### config.mk
export PLATFORM = sky130hd
export DESIGN_NAME = rcwm_cell
export DESIGN_NICKNAME = d
export VERILOG_FILES = /design/src/design/rcwm_pkg.sv /design/src/design/rcwm_cell.sv
export SDC_FILE = /design/constraint.sdc
export NUM_CORES = 1
export LEC_CHECK = 0
export CORE_AREA = 2 2 250 252
export CTS_CLUSTER_DIAMETER = 120
export CTS_CLUSTER_SIZE = 25
export DETAILED_ROUTE_END_ITERATION = 12
export DIE_AREA = 0 0 252 254
export DONT_BUFFER_PORTS = 1
export REMOVE_ABC_BUFFERS = 1
export SYNTH_ARGS = -nofsm -noshare
export SYNTH_HDL_FRONTEND = slang
export SYNTH_SLANG_ARGS = --single-unit
### constraint.sdc
create_clock -name clk_i -period 8.65 [get_ports clk_i]
set_clock_uncertainty 0.05 [all_clocks]
set_input_delay 0.4325 -clock clk_i [delete_from_list [all_inputs] [get_ports clk_i]]
set_output_delay 0.4325 -clock clk_i [all_outputs]
set_load 0.1 [all_outputs]
### src/design/rcwm_pkg.sv
// ----------------------------------------------------------------------------
// rcwm_pkg: runlist cluster mapper shared types and constants
// Field widths, status codes and per-cell data carried along the run chain.
// ----------------------------------------------------------------------------
package rcwm_pkg;

  localparam int unsigned RunEntriesDef = 64;
  localparam int unsigned ShiftMin      = 9;
  localparam int unsigned ShiftMax      = 21;
  localparam logic [4:0]  ShiftReset    = 5'd12;

  localparam logic [1:0] StOk       = 2'd0;
  localparam logic [1:0] StUnmapped = 2'd1;
  localparam logic [1:0] StCorrupt  = 2'd2;

  localparam logic [0:0] OpLoad = 1'b0;
  localparam logic [0:0] OpMap  = 1'b1;

  localparam logic [0:0] CfgShift   = 1'b0;
  localparam logic [0:0] CfgPresent = 1'b1;

  // request travelling down the chain
  typedef struct packed {
    logic        busy;
    logic        done;
    logic        ovf;
    logic [63:0] lcn;
    logic [62:0] vcn;
    logic [62:0] prev_vcn;
    logic [63:0] prev_lcn;
    logic        first;
  } rcwm_walk_t;

endpackage

### src/design/rcwm_cell.sv
// ----------------------------------------------------------------------------
// rcwm_cell: one runlist entry and one scan step
// Holds one run, decides one step of the walk and registers it for the next cell.
// ----------------------------------------------------------------------------
module rcwm_cell import rcwm_pkg::*; (
  input  logic        clk_i,
  input  logic        rst_ni,
  input  logic        wr_i,
  input  logic [62:0] wr_vcn_i,
  input  logic [63:0] wr_lcn_i,
  input  logic        wr_nz_i,
  input  logic        is_last_i,
  input  rcwm_walk_t  walk_i,
  output rcwm_walk_t  walk_o
);

  logic [62:0] vcn_q;
  logic [63:0] lcn_q;
  logic        nz_q;
  logic [63:0] delta;
  logic [64:0] sum;
  rcwm_walk_t  walk_d;
  rcwm_walk_t  walk_q;

  always_ff @(posedge clk_i) begin
    if (wr_i) begin
      vcn_q <= wr_vcn_i;
      lcn_q <= wr_lcn_i;
      nz_q  <= wr_nz_i;
    end
  end

  assign delta = {1'b0, walk_i.vcn} - {1'b0, walk_i.prev_vcn};
  assign sum   = {walk_i.prev_lcn[63], walk_i.prev_lcn} + {delta[63], delta};

  always_comb begin
    walk_d = walk_i;
    walk_d.first    = 1'b0;
    walk_d.prev_vcn = vcn_q;
    walk_d.prev_lcn = lcn_q;
    if (walk_i.busy && !walk_i.done) begin
      if (walk_i.first) begin
        if (walk_i.vcn < vcn_q) begin
          walk_d.done = 1'b1;
          walk_d.lcn  = -64'sd3;
        end
      end else if (walk_i.vcn < vcn_q) begin
        walk_d.done = 1'b1;
        if (walk_i.prev_lcn[63]) begin
          walk_d.lcn = walk_i.prev_lcn;
        end else if (sum[64] != sum[63]) begin
          walk_d.ovf = 1'b1;
        end else begin
          walk_d.lcn = sum[63:0];
        end
      end
      if (!walk_d.done && !nz_q) begin
        walk_d.done = 1'b1;
        walk_d.lcn  = lcn_q[63] ? lcn_q : -64'sd3;
      end else if (!walk_d.done && is_last_i) begin
        walk_d.done = 1'b1;
        walk_d.lcn  = -64'sd3;
      end
    end
  end

  always_ff @(posedge clk_i or negedge rst_ni) begin
    if (!rst_ni) begin
      walk_q <= '0;
    end else begin
      walk_q <= walk_d;
    end
  end

  assign walk_o = walk_q;

endmodule
==> metrics.txt <==
CTS Root Cell clkbuf_16; adder-cell share of the synthesized area 0.107; Hold Crit Class input pin to flip-flop; Layout area overhead 17.1%; Clock Sinks just under 400; endpoints failing hold 0; critical path class input pin to flip-flop; core area 61300 um^2; site row count 91; worst vdd ir around 0.17 mV; CTS buffer count 19; # setup viols final 0; post-DP HPWL around 69 mm; Routed wire per std cell between 20 and 30 um; share of synthesized flip-flops with an asynchronous set or reset 0.668; Critical Path Slowest Stage Cell a2111oi_0; Least-Margin Pin Slew about 1.1 ns; initial core utilization 0.370; layout cells sized above 1 0.0306; Synth Area in Compound Gates 0.224; # Post-CTS Setup Buffers 0; ys flop type dfrtp_1; DRC Markers 0; pin count of the biggest net entering global routing roughly 260; crit end category flip-flop; clk buf depth 3; Startpoint Class input pin; min Tclk post-route about 7.3 ns; DR vias/cell a little under 6; synth unique cells 73; Overall Global Routing Usage 0.275; RSZ-0062 raised after global routing false; max-cap violations 0; Yosys reg bits 385; clk_lat worst skew between 0.5 and 0.6 ns; post-synthesis sequential area ratio 0.454; GP Congestion ~0.93; largest family of logic cells by synthesized area compound AO/OA/AOI/OAI gates; WHS 0.0170 ns; final cycle utilization of the critical path 0.847; setup TNS 0 ns; Critical Path RT between 9 and 10 ns; PortBufs 0; Die ar. approximately 64000 um^2; Mapped Cells about 2300; die width about 250 um; PnR worst setup slack approximately 1.3 ns; placed inst area roughly 23000 um^2; Syn Area/Cell about 10 um^2; Crit path largest cell delay 0.69 ns; Detail Route Antenna Nets 0; Max Fclk 136 MHz; Post-CTS Resized 0; IO Count roughly 650; pwr/cell area 223 nW/um^2; detailed-route via count about 20000; mapped cell area 22600 um^2; Post-synth EDFFs 128; status complete, no violations; initial DRC count around 1500; htree depth 1; chip height between 200 and 300 um; fin area around 26000 um^2; First-pass DRT Iterations 5; Post-Synth Simple-Gate Area 0.118; Slew Viols, Final 0; Ys Warns 0; CTS tree yes; global-route wire length before repair 131 mm; fin nets 3088; leak pwr 11.3 nW; worst rel slew slack 0.234; setup slack after placement between 0.6 and 0.7 ns; initial antenna violation count 4; Worst Path Arrival about 7.7 ns; CP max FO 23; DRT Wirelength 91.7 mm; XOR/XNOR share of the synthesized area 0.0429; post-synthesis mux area share 0.00824; GRT Residual Overflow 0; CTS clock-pin slew for the worst setup and hold paths approximately 0.10 ns; vias in the first global route 19516
[worst paths after layout]
check                                  from           to  slack, ns  cells after the start
worst min-delay path            walk_i[198]  walk_o[198]       0.02                      2
worst max register to register     vcn_q[2]  walk_o[250]       3.62                     15
worst min register to register    vcn_q[35]  walk_o[100]       0.32                      0
worst max-delay path            walk_i[128]  walk_o[230]       1.32                     27
min in group asynchronous            rst_ni  walk_o[237]       0.44                      2
max in group asynchronous            rst_ni  walk_o[101]       6.94                      3
[registers in the layout, indices dropped and copies added (netlist names)]
register and count:
walk_o 257, lcn_q 64, vcn_q 63, nz_q 1
[cells by family (layout without fill, tap and decap cells)]
group                    after synthesis  count (layout)
buffers and inverters                274             462
flip-flops                           385             385
AO/OA/AOI/OAI                        784             784
other                                  1               6
multiplexers                          18              18
AND/OR/NAND/NOR                      566             566
adder cells (fa/ha/maj)              192             192
XOR/XNOR                             110             110
[cell type report]
cell class	count	area, um^2
clock inverter	3	68.8
fill	5815	34800
tap	790	988
antenna	5	12.5
clock buffer	30	517
multi-input combinational	1671	11400
sequential	385	10300
inverter	166	623
timing repair buffer	263	2660
[Yosys cell counts (all sizes together) (5+ instances only)]
cell type | count | area, um^2
a2111oi | 8 | 88.8
a211oi | 51 | 383
a21boi | 8 | 60.1
a21o | 96 | 721
a21oi | 210 | 1050
a221oi | 6 | 52.6
a31o | 5 | 43.8
a31oi | 15 | 93.8
and2 | 9 | 56.3
and3 | 17 | 106
and4 | 5 | 43.8
buf | 13 | 72.6
clkbuf | 95 | 357
dfrtp | 257 | 6430
edfxtp | 128 | 3840
ha | 190 | 2380
inv | 166 | 623
mux2 | 5 | 56.3
mux2i | 13 | 130
nand2 | 172 | 646
nand2b | 16 | 100
nand3 | 38 | 190
nand3b | 7 | 52.6
nand4 | 49 | 307
nor2 | 164 | 616
nor2b | 20 | 125
nor3 | 29 | 145
nor4 | 7 | 43.8
o2111ai | 5 | 43.8
o211ai | 65 | 488
o21a | 27 | 203
o21ai | 171 | 860
o21bai | 26 | 195
o221ai | 15 | 131
o22ai | 21 | 131
o31a | 5 | 43.8
o31ai | 8 | 60.1
o41ai | 6 | 71.3
or2 | 5 | 31.3
or3 | 16 | 100
xnor2 | 64 | 561
xor2 | 46 | 410
[cell usage in the layout (no fill, tap or decap), types with 7 or more instances in the layout]
master / netlist / final
and2_1: 9 / 9
xnor2_1: 64 / 63
dlygate4sd3_1: 0 / 238
and3_1: 17 / 17
nand2b_1: 16 / 14
nor3_1: 29 / 29
nor4_1: 7 / 7
o221ai_1: 15 / 15
or3_1: 16 / 15
clkbuf_1: 95 / 11
mux2i_1: 13 / 13
a21oi_1: 209 / 208
a2111oi_0: 7 / 7
a21o_1: 96 / 96
clkbuf_16: 0 / 19
buf_4: 3 / 20
ha_1: 190 / 190
a211oi_1: 51 / 51
edfxtp_1: 128 / 128
o211ai_1: 65 / 65
nor2b_1: 20 / 19
nand3_1: 38 / 38
o31ai_1: 8 / 8
nor2_1: 164 / 164
o21a_1: 27 / 27
nand3b_1: 7 / 7
o22ai_1: 21 / 21
o21bai_1: 26 / 26
nand2_1: 172 / 172
a31oi_1: 15 / 15
nand4_1: 49 / 49
inv_1: 166 / 166
o21ai_0: 167 / 167
xor2_1: 45 / 45
dfrtp_1: 257 / 257
a21boi_0: 8 / 8
[critical path, delay by kind of cell]
kind | cells | cell delay (ns)
fa+ha+maj | 3 | 1.00
simple gates | 2 | 0.61
compound gates | 17 | 4.75
buf+inv | 3 | 0.46
xor+xnor | 2 | 0.43
[through the flow]
stage | instances | total power [W] | util
2_1_floorplan | 2222 | 0.00408 | -
3_3_place_gp | 3034 | 0.00468 | 0.383
3_5_place_dp | 3034 | 0.00470 | 0.383
4_1_cts | 3306 | 0.00591 | 0.432
5_1_grt | 3312 | 0.00618 | 0.433
6_report | 3313 | 0.00591 | 0.433
[repair_timing]
action                                  in CTS  in global routing
hold endpoints to repair                   622                124
endpoints found under the setup margin       0                  0
hold buffers                               239                  1
[power by group]
group	total, W	internal (W)	switching (W)
combinational	0.00194	0.000731	0.00121
clock	0.00109	0.000479	0.000613
sequential	0.00287	0.00202	0.000852
total	0.00591	0.00323	0.00268
[metal layers]
layer	up-vias	GRT usage	share of wire
li1	8847	-	-
met1	9555	0.318	0.38
met2	896	0.482	0.49
met3	172	0.0745	0.084
met4	0	0.109	0.041
met5	-	0	0
No activity file was read; power rests on OpenSTA's default activity.
